$ cat src/rtl/hsvrb_pkg.sv
// Shared types and constants for the HSV rainbow channel drive pipeline.
// Holds the gamma table, reciprocal constants and the stage payload structs.
// No dependencies.
`timescale 1ns / 1ps

package hsvrb_pkg;

  localparam int unsigned HUE_W    = 9;
  localparam int unsigned PCT_W    = 7;
  localparam int unsigned BYTE_W   = 8;

  localparam logic [HUE_W-1:0] HUE_MAX = 9'd359;
  localparam logic [PCT_W-1:0] PCT_MAX = 7'd100;

  // Reciprocals for exact division by constants over the value ranges in use.
  // Hue: (deg*255+179)/359 with deg <= 359, n < 2^17, shift 25.
  localparam logic [16:0] HUE_RECIP = 17'd93467;
  localparam int unsigned HUE_SHIFT = 25;
  // Saturation: (pct*255+50)/100 with pct <= 100, n < 2^15, shift 22.
  localparam logic [15:0] SAT_RECIP = 16'd41944;
  localparam int unsigned SAT_SHIFT = 22;
  // Drive: (c*g+127)/255 with c, g <= 255, n < 2^16, shift 24.
  localparam logic [16:0] DIV255_RECIP = 17'd65794;
  localparam int unsigned DIV255_SHIFT = 24;

  // Gamma 2.2 curve over 0..100 percent.
  localparam logic [7:0] GAMMA_TAB [0:100] = '{
    8'd0,   8'd1,   8'd1,   8'd1,   8'd1,   8'd1,   8'd1,   8'd1,   8'd1,   8'd1,
    8'd2,   8'd2,   8'd2,   8'd3,   8'd3,   8'd4,   8'd5,   8'd5,   8'd6,   8'd7,
    8'd7,   8'd8,   8'd9,   8'd10,  8'd11,  8'd12,  8'd13,  8'd14,  8'd15,  8'd17,
    8'd18,  8'd19,  8'd21,  8'd22,  8'd24,  8'd25,  8'd27,  8'd29,  8'd30,  8'd32,
    8'd34,  8'd36,  8'd38,  8'd40,  8'd42,  8'd44,  8'd46,  8'd48,  8'd51,  8'd53,
    8'd55,  8'd58,  8'd60,  8'd63,  8'd66,  8'd68,  8'd71,  8'd74,  8'd77,  8'd80,
    8'd83,  8'd86,  8'd89,  8'd92,  8'd96,  8'd99,  8'd102, 8'd106, 8'd109, 8'd113,
    8'd116, 8'd120, 8'd124, 8'd128, 8'd131, 8'd135, 8'd139, 8'd143, 8'd148, 8'd152,
    8'd156, 8'd160, 8'd165, 8'd169, 8'd174, 8'd178, 8'd183, 8'd188, 8'd192, 8'd197,
    8'd202, 8'd207, 8'd212, 8'd217, 8'd223, 8'd228, 8'd233, 8'd238, 8'd244, 8'd249,
    8'd255
  };

  // Wheel segment codes (hue byte bits 7:5).
  typedef enum logic [2:0] {
    SEG_RED_YEL  = 3'd0,
    SEG_ORANGE   = 3'd1,
    SEG_YEL_GRN  = 3'd2,
    SEG_GRN_AQUA = 3'd3,
    SEG_AQUA_BLU = 3'd4,
    SEG_BLU_PURP = 3'd5,
    SEG_PURP_PNK = 3'd6,
    SEG_PNK_RED  = 3'd7
  } wheel_seg_t;

  // Hue byte, saturation byte and gamma value after the input mapping.
  typedef struct packed {
    logic [7:0] hue_b;
    logic [7:0] sat_b;
    logic [7:0] gain;
  } scale_t;

  // Desaturated wheel color plus gamma value.
  typedef struct packed {
    logic [7:0] red;
    logic [7:0] green;
    logic [7:0] blue;
    logic [7:0] gain;
  } color_t;

endpackage

$ cat src/rtl/hsvrb_scale.sv
// Input mapping stages: clamping, byte mapping of hue and saturation, gamma lookup.
// Depends on hsvrb_pkg.
`timescale 1ns / 1ps

module hsvrb_scale (
  input  logic                  clk,
  input  logic                  rst_n,
  input  logic                  up_valid,
  output logic                  up_ready,
  input  logic [8:0]            hue_degrees,
  input  logic [6:0]            sat_percent,
  input  logic [6:0]            brightness_percent,
  output logic                  dn_valid,
  input  logic                  dn_ready,
  output hsvrb_pkg::scale_t     dn_data
);

  logic        va_r, vb_r;
  logic        en_a, en_b;
  logic [8:0]  hue_c;
  logic [6:0]  sat_c, bri_c;
  logic [16:0] hue_n_nxt, hue_n_r;
  logic [14:0] sat_n_nxt, sat_n_r;
  logic [7:0]  gain_nxt, gain_r;
  logic [33:0] hue_prod;
  logic [30:0] sat_prod;
  hsvrb_pkg::scale_t data_nxt, data_r;

  assign en_b     = !vb_r || dn_ready;
  assign en_a     = !va_r || en_b;
  assign up_ready = en_a;

  always_comb begin
    hue_c = (hue_degrees > hsvrb_pkg::HUE_MAX) ? hsvrb_pkg::HUE_MAX : hue_degrees;
    sat_c = (sat_percent > hsvrb_pkg::PCT_MAX) ? hsvrb_pkg::PCT_MAX : sat_percent;
    bri_c = (brightness_percent > hsvrb_pkg::PCT_MAX) ? hsvrb_pkg::PCT_MAX
                                                      : brightness_percent;
    hue_n_nxt = 17'(hue_c) * 17'd255 + 17'd179;
    sat_n_nxt = 15'(sat_c) * 15'd255 + 15'd50;
    gain_nxt  = hsvrb_pkg::GAMMA_TAB[bri_c];
  end

  // Division by the constants is a multiply by a reciprocal; the error stays
  // below one remainder step over the clamped ranges, so no correction is needed.
  always_comb begin
    hue_prod = 34'(hue_n_r) * 34'(hsvrb_pkg::HUE_RECIP);
    sat_prod = 31'(sat_n_r) * 31'(hsvrb_pkg::SAT_RECIP);
    data_nxt.hue_b = hue_prod[hsvrb_pkg::HUE_SHIFT +: 8];
    data_nxt.sat_b = sat_prod[hsvrb_pkg::SAT_SHIFT +: 8];
    data_nxt.gain  = gain_r;
  end

  always_ff @(posedge clk) begin
    if (!rst_n) begin
      va_r <= 1'b0;
      vb_r <= 1'b0;
    end else begin
      if (en_a) va_r <= up_valid;
      if (en_b) vb_r <= va_r;
    end
  end

  always_ff @(posedge clk) begin
    if (en_a) begin
      hue_n_r <= hue_n_nxt;
      sat_n_r <= sat_n_nxt;
      gain_r  <= gain_nxt;
    end
    if (en_b) data_r <= data_nxt;
  end

  assign dn_valid = vb_r;
  assign dn_data  = data_r;

endmodule

$ cat src/rtl/hsvrb_wheel.sv
// Rainbow hue wheel and desaturation stages.
// Depends on hsvrb_pkg.
`timescale 1ns / 1ps

module hsvrb_wheel (
  input  logic                  clk,
  input  logic                  rst_n,
  input  logic                  up_valid,
  output logic                  up_ready,
  input  hsvrb_pkg::scale_t     up_data,
  output logic                  dn_valid,
  input  logic                  dn_ready,
  output hsvrb_pkg::color_t     dn_data
);

  logic        va_r, vb_r;
  logic        en_a, en_b;
  logic [7:0]  off8;
  logic [15:0] t1_prod, t2_prod;
  logic [7:0]  t1, t2;
  logic [7:0]  d, desat_nxt, keep_nxt;
  logic [15:0] dd;
  hsvrb_pkg::wheel_seg_t seg;
  hsvrb_pkg::color_t wheel_nxt, wheel_r, data_nxt, data_r;
  logic [7:0]  desat_r, keep_r;
  logic        sat_zero_r, sat_full_r;
  logic [16:0] rp, gp, bp;

  assign en_b     = !vb_r || dn_ready;
  assign en_a     = !va_r || en_b;
  assign up_ready = en_a;

  always_comb begin
    off8    = {up_data.hue_b[4:0], 3'b000};
    t1_prod = 16'(off8) * 16'd86;
    t2_prod = 16'(off8) * 16'd171;
    t1      = t1_prod[15:8];
    t2      = t2_prod[15:8];
    seg     = hsvrb_pkg::wheel_seg_t'(up_data.hue_b[7:5]);
    wheel_nxt.gain = up_data.gain;
    unique case (seg)
      hsvrb_pkg::SEG_RED_YEL: begin
        wheel_nxt.red = 8'd255 - t1; wheel_nxt.green = t1; wheel_nxt.blue = 8'd0;
      end
      hsvrb_pkg::SEG_ORANGE: begin
        wheel_nxt.red = 8'd171; wheel_nxt.green = 8'd85 + t1; wheel_nxt.blue = 8'd0;
      end
      hsvrb_pkg::SEG_YEL_GRN: begin
        wheel_nxt.red = 8'd171 - t2; wheel_nxt.green = 8'd170 + t1;
        wheel_nxt.blue = 8'd0;
      end
      hsvrb_pkg::SEG_GRN_AQUA: begin
        wheel_nxt.red = 8'd0; wheel_nxt.green = 8'd255 - t1; wheel_nxt.blue = t1;
      end
      hsvrb_pkg::SEG_AQUA_BLU: begin
        wheel_nxt.red = 8'd0; wheel_nxt.green = 8'd171 - t2;
        wheel_nxt.blue = 8'd85 + t2;
      end
      hsvrb_pkg::SEG_BLU_PURP: begin
        wheel_nxt.red = t1; wheel_nxt.green = 8'd0; wheel_nxt.blue = 8'd255 - t1;
      end
      hsvrb_pkg::SEG_PURP_PNK: begin
        wheel_nxt.red = 8'd85 + t1; wheel_nxt.green = 8'd0;
        wheel_nxt.blue = 8'd171 - t1;
      end
      default: begin
        wheel_nxt.red = 8'd170 + t1; wheel_nxt.green = 8'd0;
        wheel_nxt.blue = 8'd85 - t1;
      end
    endcase
    // Desaturation amount grows with the square of the distance from full saturation.
    d         = 8'd255 - up_data.sat_b;
    dd        = 16'(d) * 16'(d);
    desat_nxt = dd[15:8] + 8'd1;
    keep_nxt  = 8'd255 - desat_nxt;
  end

  always_comb begin
    rp = 17'(wheel_r.red)   * (17'(keep_r) + 17'd1);
    gp = 17'(wheel_r.green) * (17'(keep_r) + 17'd1);
    bp = 17'(wheel_r.blue)  * (17'(keep_r) + 17'd1);
    data_nxt.gain = wheel_r.gain;
    priority if (sat_zero_r) begin
      data_nxt.red   = 8'd255;
      data_nxt.green = 8'd255;
      data_nxt.blue  = 8'd255;
    end else if (sat_full_r) begin
      data_nxt.red   = wheel_r.red;
      data_nxt.green = wheel_r.green;
      data_nxt.blue  = wheel_r.blue;
    end else begin
      data_nxt.red   = rp[15:8] + desat_r;
      data_nxt.green = gp[15:8] + desat_r;
      data_nxt.blue  = bp[15:8] + desat_r;
    end
  end

  always_ff @(posedge clk) begin
    if (!rst_n) begin
      va_r <= 1'b0;
      vb_r <= 1'b0;
    end else begin
      if (en_a) va_r <= up_valid;
      if (en_b) vb_r <= va_r;
    end
  end

  always_ff @(posedge clk) begin
    if (en_a) begin
      wheel_r    <= wheel_nxt;
      desat_r    <= desat_nxt;
      keep_r     <= keep_nxt;
      sat_zero_r <= (up_data.sat_b == 8'd0);
      sat_full_r <= (up_data.sat_b == 8'd255);
    end
    if (en_b) data_r <= data_nxt;
  end

  assign dn_valid = vb_r;
  assign dn_data  = data_r;

endmodule

$ cat src/rtl/hsvrb_gamma.sv
// Brightness scaling stages: product with the gamma value, rounded division by 255.
// Depends on hsvrb_pkg.
`timescale 1ns / 1ps

module hsvrb_gamma (
  input  logic                  clk,
  input  logic                  rst_n,
  input  logic                  up_valid,
  output logic                  up_ready,
  input  hsvrb_pkg::color_t     up_data,
  output logic                  dn_valid,
  input  logic                  dn_ready,
  output logic [7:0]            red_drive,
  output logic [7:0]            green_drive,
  output logic [7:0]            blue_drive
);

  logic        va_r, vb_r;
  logic        en_a, en_b;
  logic [15:0] rn_nxt, gn_nxt, bn_nxt, rn_r, gn_r, bn_r;
  logic [32:0] rq, gq, bq;
  logic [7:0]  red_r, green_r, blue_r;

  assign en_b     = !vb_r || dn_ready;
  assign en_a     = !va_r || en_b;
  assign up_ready = en_a;

  // Largest numerator is 255*255+127, which fits in 16 bits.
  always_comb begin
    rn_nxt = 16'(up_data.red)   * 16'(up_data.gain) + 16'd127;
    gn_nxt = 16'(up_data.green) * 16'(up_data.gain) + 16'd127;
    bn_nxt = 16'(up_data.blue)  * 16'(up_data.gain) + 16'd127;
    rq     = 33'(rn_r) * 33'(hsvrb_pkg::DIV255_RECIP);
    gq     = 33'(gn_r) * 33'(hsvrb_pkg::DIV255_RECIP);
    bq     = 33'(bn_r) * 33'(hsvrb_pkg::DIV255_RECIP);
  end

  always_ff @(posedge clk) begin
    if (!rst_n) begin
      va_r <= 1'b0;
      vb_r <= 1'b0;
    end else begin
      if (en_a) va_r <= up_valid;
      if (en_b) vb_r <= va_r;
    end
  end

  always_ff @(posedge clk) begin
    if (en_a) begin
      rn_r <= rn_nxt;
      gn_r <= gn_nxt;
      bn_r <= bn_nxt;
    end
    if (en_b) begin
      red_r   <= rq[hsvrb_pkg::DIV255_SHIFT +: 8];
      green_r <= gq[hsvrb_pkg::DIV255_SHIFT +: 8];
      blue_r  <= bq[hsvrb_pkg::DIV255_SHIFT +: 8];
    end
  end

  assign dn_valid    = vb_r;
  assign red_drive   = red_r;
  assign green_drive = green_r;
  assign blue_drive  = blue_r;

endmodule

$ cat src/rtl/hsv_rainbow_channel_drive.sv
// Top level of the HSV rainbow channel drive: stream ports around three pipeline parts.
// Depends on hsvrb_pkg, hsvrb_scale, hsvrb_wheel and hsvrb_gamma.
`timescale 1ns / 1ps

// This block turns one pixel item of hue in degrees, saturation in percent and
// brightness in percent into three 8-bit channel drives along an eight-segment
// rainbow hue wheel with gamma 2.2 brightness. Out-of-range inputs saturate to
// 359 degrees and 100 percent. It accepts one item every clock cycle unless a
// stalled output has filled the pipeline. The six register stages are input
// mapping, reciprocal division, wheel lookup, desaturation, gamma product and
// division by 255. Every stage has its own valid bit and advances when the
// stage after it is empty or moving, so a stalled output holds its item and the
// stages behind it fill up before in_tready falls. There is no configuration
// and no state other than the pipeline contents.
module hsv_rainbow_channel_drive (
  input  logic        clk,
  input  logic        rst_n,
  input  logic        in_tvalid,
  output logic        in_tready,
  // [8:0] hue_degrees, [15:9] sat_percent, [22:16] brightness_percent, [23] zero
  input  logic [23:0] in_tdata,
  output logic        out_tvalid,
  input  logic        out_tready,
  // [7:0] red_drive, [15:8] green_drive, [23:16] blue_drive
  output logic [23:0] out_tdata
);

  logic              scale_valid, scale_ready;
  logic              wheel_valid, wheel_ready;
  hsvrb_pkg::scale_t scale_data;
  hsvrb_pkg::color_t wheel_data;
  logic [7:0]        red_drive, green_drive, blue_drive;

  hsvrb_scale u_scale (
    .clk                (clk),
    .rst_n              (rst_n),
    .up_valid           (in_tvalid),
    .up_ready           (in_tready),
    .hue_degrees        (in_tdata[8:0]),
    .sat_percent        (in_tdata[15:9]),
    .brightness_percent (in_tdata[22:16]),
    .dn_valid           (scale_valid),
    .dn_ready           (scale_ready),
    .dn_data            (scale_data)
  );

  hsvrb_wheel u_wheel (
    .clk      (clk),
    .rst_n    (rst_n),
    .up_valid (scale_valid),
    .up_ready (scale_ready),
    .up_data  (scale_data),
    .dn_valid (wheel_valid),
    .dn_ready (wheel_ready),
    .dn_data  (wheel_data)
  );

  hsvrb_gamma u_gamma (
    .clk         (clk),
    .rst_n       (rst_n),
    .up_valid    (wheel_valid),
    .up_ready    (wheel_ready),
    .up_data     (wheel_data),
    .dn_valid    (out_tvalid),
    .dn_ready    (out_tready),
    .red_drive   (red_drive),
    .green_drive (green_drive),
    .blue_drive  (blue_drive)
  );

  assign out_tdata = {blue_drive, green_drive, red_drive};

  // Reset empties the whole pipeline, so no result appears right after it.
  a_reset_empty: assert property (@(posedge clk) !rst_n |=> !out_tvalid)
    else $error("result valid right after reset");

  // A moving output frees every stage, so the input side must be open too.
  a_ready_chain: assert property (@(posedge clk) disable iff (!rst_n)
    out_tready |-> in_tready)
    else $error("input blocked while output is taken");

  // An idle pipeline with an open output can never block the input.
  a_empty_open: assert property (@(posedge clk) disable iff (!rst_n)
    (!out_tvalid && !wheel_valid && !scale_valid) |-> in_tready)
    else $error("input blocked with an empty pipeline");

endmodule
$ cat config.mk
export PLATFORM = sky130hd
export DESIGN_NAME = hsv_rainbow_channel_drive
export DESIGN_NICKNAME = d
export VERILOG_FILES = /design/src/rtl/hsvrb_pkg.sv /design/src/rtl/hsvrb_scale.sv /design/src/rtl/hsvrb_wheel.sv /design/src/rtl/hsvrb_gamma.sv /design/src/rtl/hsv_rainbow_channel_drive.sv
export SDC_FILE = /design/constraint.sdc
export NUM_CORES = 2
export LEC_CHECK = 0
export ABC_AREA = 1
export BUFFER_PORTS_ARGS = -buffer_cell sky130_fd_sc_hd__buf_4
export CORE_AREA = 2 2 232 463
export CTS_BUF_LIST = sky130_fd_sc_hd__clkbuf_4 sky130_fd_sc_hd__clkbuf_8 sky130_fd_sc_hd__clkbuf_16
export CTS_CLUSTER_DIAMETER = 80
export DETAILED_ROUTE_END_ITERATION = 16
export DIE_AREA = 0 0 234 465
export PLACE_DENSITY = 0.63
export SETUP_SLACK_MARGIN = 0.05
export SYNTH_ARGS = -nofsm -noshare
export SYNTH_HDL_FRONTEND = slang
export SYNTH_SLANG_ARGS = --single-unit
$ cat constraint.sdc
create_clock -name clk -period 6.5 [get_ports clk]
set_input_delay 0.65 -clock clk [delete_from_list [all_inputs] [get_ports clk]]
set_output_delay 0.65 -clock clk [all_outputs]
set_load 0.005 [all_outputs]
# ---- Word-level counts from Yosys, hierarchy flattened
# Memory sizes are Yosys's and may differ from the RTL's. A register that Yosys moved wholly into a read port is not among the register bits.
# Index checks and enable logic that the tools add are counted.
dict set report totals {
  register_bits 216
  mem_bits_ro 1024
  in_bits 28
  output_inout_bits 26
  word_cells 95
  memories 1
}
dict set report op_classes {
  add_sub_neg 19
  n_mul 16
  n_lt_le_gt_ge 3
  eq_ne 7
  mux 5
  bitwise_logic 1
  n_reduce_logical 14
}
# name words width rd rd_ports_with_merged_regs write_ports line_no
set mem_list {}
lappend mem_list {{(name not given)} 128 8 1 1 0 hsvrb_scale.sv:40} ;# gain_nxt = hsvrb_pkg::GAMMA_TAB[bri_c];
# cell n
set op_table {}
lappend op_table {{case mux 24 bit (7 select lines)} 1}
lappend op_table {{multiplier 16 x 16 -> 31 bit, second input constant} 3}
lappend op_table {{multiplier 8 x 8 -> 16 bit} 4}
lappend op_table {{multiplier 8 x 17 -> 16 bit} 3}
lappend op_table {{adder 16 x 7 -> 16 bit, second input constant} 3}
lappend op_table {{multiplier 17 x 17 -> 33 bit, second input constant} 1}
lappend op_table {{multiplier 15 x 13 -> 27 bit, second input constant} 1}
lappend op_table {{adder 8 bit} 3}
lappend op_table {{two-way mux 24 bit} 1}
lappend op_table {{subtractor 8 bit, first input constant} 3}
lappend op_table {{adder 17 x 8 -> 17 bit, second input constant} 1}
lappend op_table {{multiplier 9 x 8 -> 17 bit, second input constant} 1}
lappend op_table {{subtractor 8 x 7 -> 8 bit, first input constant} 2}
lappend op_table {{adder 15 x 6 -> 15 bit, second input constant} 1}
lappend op_table {{multiplier 7 x 8 -> 15 bit, second input constant} 1}
lappend op_table {{greater-than comparator 7 bit, second input constant} 2}
lappend op_table {{two-way mux 7 bit} 2}
lappend op_table {{multiplier 5 x 8 -> 13 bit, second input constant} 1}
lappend op_table {{multiplier 5 x 6 -> 11 bit, second input constant} 1}
lappend op_table {{adder 8 x 1 -> 9 bit, second input constant} 1}
lappend op_table {{equality test 3 bit, second input constant} 3}
lappend op_table {{greater-than comparator 9 bit, second input constant} 1}
lappend op_table {{two-way mux 9 bit} 1}
lappend op_table {{adder 7 x 7 -> 8 bit, first input constant} 1}
lappend op_table {{12 further kinds} 23}

# ---- Longest topological paths before layout
dict set report depth {
  ltp_word 7
  depth_mapped 35
  ltp_nobuf 34
}

# ---- Modules after synthesis
# From an unflattened synthesis, not the netlist that was laid out.
dict set report unflattened {
  hier_cells 5494
  area_unflattened_um2 44231.2
}
# module instances cells_each area_each_um2 seq_area_each_um2
set by_module_without_submodules {}
lappend by_module_without_submodules {hsvrb_scale 1 1805 15778.9 1961.9}
lappend by_module_without_submodules {hsvrb_gamma 1 1848 14237.4 2202.1}
lappend by_module_without_submodules {hsvrb_wheel 1 1841 14214.9 2502.4}

# ---- Worst setup path after synthesis
# Ideal clock, no wire load.
dict set report synth_timing {
  path_kind {flip-flop to flip-flop}
  from {reg u_wheel.keep_r[0]}
  to {reg u_wheel.data_r (netlist bit u_wheel.dn_data[31]), data pin}
  setup_time_ns 0.255
  arrival_ns 5.875
  required_time_ns 6.245
  path_slack_ns 0.370
  path_stages_with_launch 35
  n_path_buf 2
  synth_period_minus_slack_ns 6.130
  cell_sequence {edfxtp_1 > ha_1 > nand4_1 > nor2_1 > nand2_1 > and2_1 > clkbuf_1 > inv_2 > buf_2 > nor2_1 > fa_1 > fa_1 > fa_1 > inv_1 > fa_1 > inv_1 > ha_1 > a21oi_1 > o21ai_0 > a21o_1 > a21oi_1 > xor2_1 > inv_1 > ha_1 > nand2_1 > nand2_1 > a31oi_1 > inv_1 > nand2_1 > o211ai_1 > nand3b_1 > nand2_1 > nand2_1 > nand3_1 > nand2_1}
}
dict set report synth_between {
  elab_chain_len 4
}
# element line_no
set synth_lines {}
lappend synth_lines {{from (decl)} hsvrb_wheel.sv:25} ;# logic [7:0] desat_r, keep_r;
lappend synth_lines {{from (signal assigned)} hsvrb_wheel.sv:112} ;# keep_r <= keep_nxt;
lappend synth_lines {{adder 8 x 1 -> 9 bit} hsvrb_wheel.sv:79} ;# rp = 17'(wheel_r.red) * (17'(keep_r) + 17'd1);
lappend synth_lines {{multiplier 8 x 17 -> 16 bit} hsvrb_wheel.sv:79}
lappend synth_lines {{adder 8 bit} hsvrb_wheel.sv:92} ;# data_nxt.red = rp[15:8] + desat_r;
lappend synth_lines {{two-way mux 24 bit} hsvrb_wheel.sv:87} ;# end else if (sat_full_r) begin
lappend synth_lines {{to (signal assigned)} hsvrb_wheel.sv:116} ;# if (en_b) data_r <= data_nxt;
lappend synth_lines {{to (decl)} hsvrb_wheel.sv:24} ;# hsvrb_pkg::color_t wheel_nxt, wheel_r, data_nxt, data_r;
# Every way passes these cells.
# A chain may end at the register's enable or synchronous reset.

# ---- Worst setup path after layout
dict set report layout_timing {
  from {reg u_wheel.keep_r[0]}
  to {reg u_wheel.data_r (netlist bit u_wheel.dn_data[14]), data pin}
}
dict set report layout_between {
  elab_chain_len 4
}
# element line_no
set layout_lines {}
lappend layout_lines {{adder 8 x 1 -> 9 bit} hsvrb_wheel.sv:81} ;# bp = 17'(wheel_r.blue) * (17'(keep_r) + 17'd1);
lappend layout_lines {{multiplier 8 x 17 -> 16 bit} hsvrb_wheel.sv:81}
lappend layout_lines {{adder 8 bit} hsvrb_wheel.sv:94} ;# data_nxt.blue = bp[15:8] + desat_r;
lappend layout_lines {{two-way mux 24 bit} hsvrb_wheel.sv:87}
# Every way passes these cells.

==> impl_metrics.py <==
metrics = {
    "setup_path": {
        "critPathMaxFanout": 5,
        "cpPeakStageDelay_ns": 0.56,
        "arrival_ns": 6.51,
        "cp_data_required_time_ns": 6.81,
        "crit_type": "flop to flop",
        "crit_path_start_kind": "flop",
        "ff2ff_setup_slack_ns": 0.30,
        "worstSetupEndpointType": "flop",
        "crit_slowest_cell": "fa_1",
    },
    "cts": {
        "cts_sinks": 224,
        "clk_pin_slew_ns": 0.07,
        "cts_hold_buffers": 0,
        "cts_made_buffers": 28,
        "cts_buffer_depth": 3,
        "cts-root-buf": "clkbuf_16",
        "htreeDepth": 1,
        "cts_tree": "yes",
        "clk_latency_ns": 0.60,
    },
    "timing": {
        "hold_violations": 0,
        "timing.fmax_ghz": 0.161,
        "final-max-slew-violation-count": 0,
        "rsz0062_at_grt": "yes",
        "setup_violations": 0,
        "worst_slew_pin_slew_ns": 1.05,
        "fin_crit_sh_pct": 95.3,
        "skew_ns": 0.0205,
        "tns_ns": 0,
        "slew_headroom_pct": 29.7,
        "period_needed_ns": 6.20,
    },
    "floorplanning": {
        "row_count": 169,
        "initial_core_util_pct": 39.7,
        "dieArea_um2": 109000,
        "die_y_um": 465,
        "io_pins": 54,
        "core_um2": 106000,
        "die_x_um": 234,
    },
    "grt": {
        "antenna_found_initial": 2,
        "grt_max_degree": 52,
        "grt_pass1_wl_um": 159000,
        "overflow": 0,
        "grt_use_total_pct": 17.5,
        "grt_pass1_vias": 33000,
    },
    "yosys": {
        "synth_top_cell_area_share_pct": 24.4,
        "synth_fp_nets": 6224,
        "ys.warnings.count": 0,
        "async_flop_share_pct": 0,
        "synth_edf_count": 218,
        "syn_area_um2": 41900,
        "synth.distinct_cells": 62,
        "yosysSeqAreaShare_pct": 15.9,
        "yosys.area.top_type": "fa_1",
        "synthTopCellsByArea": "fa_1 (24%), ha_1 (23%), edfxtp_1 (16%)",
        "ys_seq_elements": 224,
        "syn-instance-count": 4906,
        "ys.flop_type": "edfxtp_1",
        "syn_avg_cell_area_um2": 8.54,
    },
    "routing": {
        "wl_met1_um": 42000,
        "met3_length_um": 3760,
        "routedWlPerCell_um": 14.8,
        "drtIter0Drc": 1649,
        "routed.top_layer": "met4",
        "drtPass1Iterations": 6,
        "drc": 0,
        "routed-via-count": 32100,
        "wl_met2_um": 45800,
        "antenna_left": 0,
        "viasPerCell": 5.08,
        "routed_wl_um": 93800,
    },
    "layout": {
        "syn_to_final_growth_pct": 8.08,
        "final_common_cell": "inv_1",
        "layout_common_cells": "inv_1 (1060), nand2_1 (844), ha_1 (768)",
        "drive_above_1_share_pct": 5.08,
        "fin_nets": 6256,
        "fin_area_um2": 45300,
        "num-fill-cells": 10300,
        "final_cells": 6328,
        "antenna_cells": 0,
        "fin_util_pct": 42.9,
    },
    "placement": {
        "dp_hpwl_um": 79000,
        "place_inst": 6269,
        "io_buffers": 52,
        "place_area_um2": 43900,
        "routabilityCongestion": 0.886,
    },
    "hold_path": {
        "holdCritPathClass": "primary input to flop",
    },
    "status": {
        "outcome": "completed",
    },
    "run": {
        "maxCapViolCount": 0,
    },
}
==> cell usage after synthesis (39+ instances only) <==
| cell | instances |
|---|---|
| a21oi_1 | 260 |
| clkbuf_1 | 57 |
| edfxtp_1 | 218 |
| fa_1 | 510 |
| ha_1 | 780 |
| inv_1 | 1066 |
| nand2_1 | 851 |
| nand3_1 | 159 |
| nand4_1 | 44 |
| nor2_1 | 354 |
| o21ai_0 | 134 |
| xnor2_1 | 39 |
| xor2_1 | 114 |
==> final cells by class <==
class                      instances  area (µm²)  area share (%)
multi-input combinational       3516       31100            68.7
timing repair buffer              90         694            1.53
clock inverter                    19         300           0.663
sequential                       224        6670            14.7
clock buffer                      33         756            1.67
tap                             1368        1710            3.78
inverter                        1078        4060            8.95
==> layer usage <==
metal	global-route usage, %	vias up
met2	30.4	683
li1	-	15700
met1	23.7	15600
met3	1.13	132
met4	4.27	0
met5	0	-
==> worst max-delay path: cells and delay by family (launching register included) <==
family | cells | cell delay (ns)
DFF | 1 | 0.45
xor gates and xnor gates | 2 | 0.34
adders and majority gates | 7 | 2.92
buffers and inverters | 7 | 0.63
AOI/OAI and AO/OA | 6 | 0.90
and+or+nand+nor | 5 | 0.67
==> cells by family after synthesis <==
family / after synthesis / share of synthesized area, %
buf+inv: 1166 / 10.6
fa+ha+maj: 1290 / 47.6
flops: 224 / 15.9
compound gates: 560 / 7.65
other cells: 1 / 0.00895
simple gates: 1509 / 14.9
xor+xnor: 156 / 3.31
==> registers in the layout, summed over array words and instances, names as in the netlist, 15 cells and up <==
register and flops:
u_gamma.gn_r 16, u_wheel.dn_data 32, u_gamma.rn_r 16, u_scale.dn_data 24, u_gamma.bn_r 16, u_wheel.wheel_r 24, u_scale.sat_n_r 15, u_scale.hue_n_r 17
==> worst paths after layout <==
kind | cells after the start | end | start
setup / recovery | 27 | u_wheel.dn_data[14] | u_wheel.keep_r[0]
hold / removal | 3 | u_scale.va_r | in_tvalid
setup reg to reg | 27 | u_wheel.dn_data[14] | u_wheel.keep_r[0]
hold reg to reg | 0 | u_scale.dn_data[1] | u_scale.gain_r[1]
==> timing repair <==
action,CTS,global route
setup buffers,0,7
endpoints found under the hold margin,0,0
gates resized for setup,0,63
setup endpoints to repair,0,10
==> stage by stage <==
stage | hold slack [ns] | setup WS (ns)
after floorplan | 0.400 | 0.370
final | 0.341 | 0.303
after CTS | 0.298 | 0.0636
after detailed placement | 0.405 | 0.121
after global placement | 0.404 | 0.110
after global routing | 0.325 | -0.0123
Power is not shown: default switching activity piles up to over one toggle a cycle in this logic, so the estimate is an artifact.
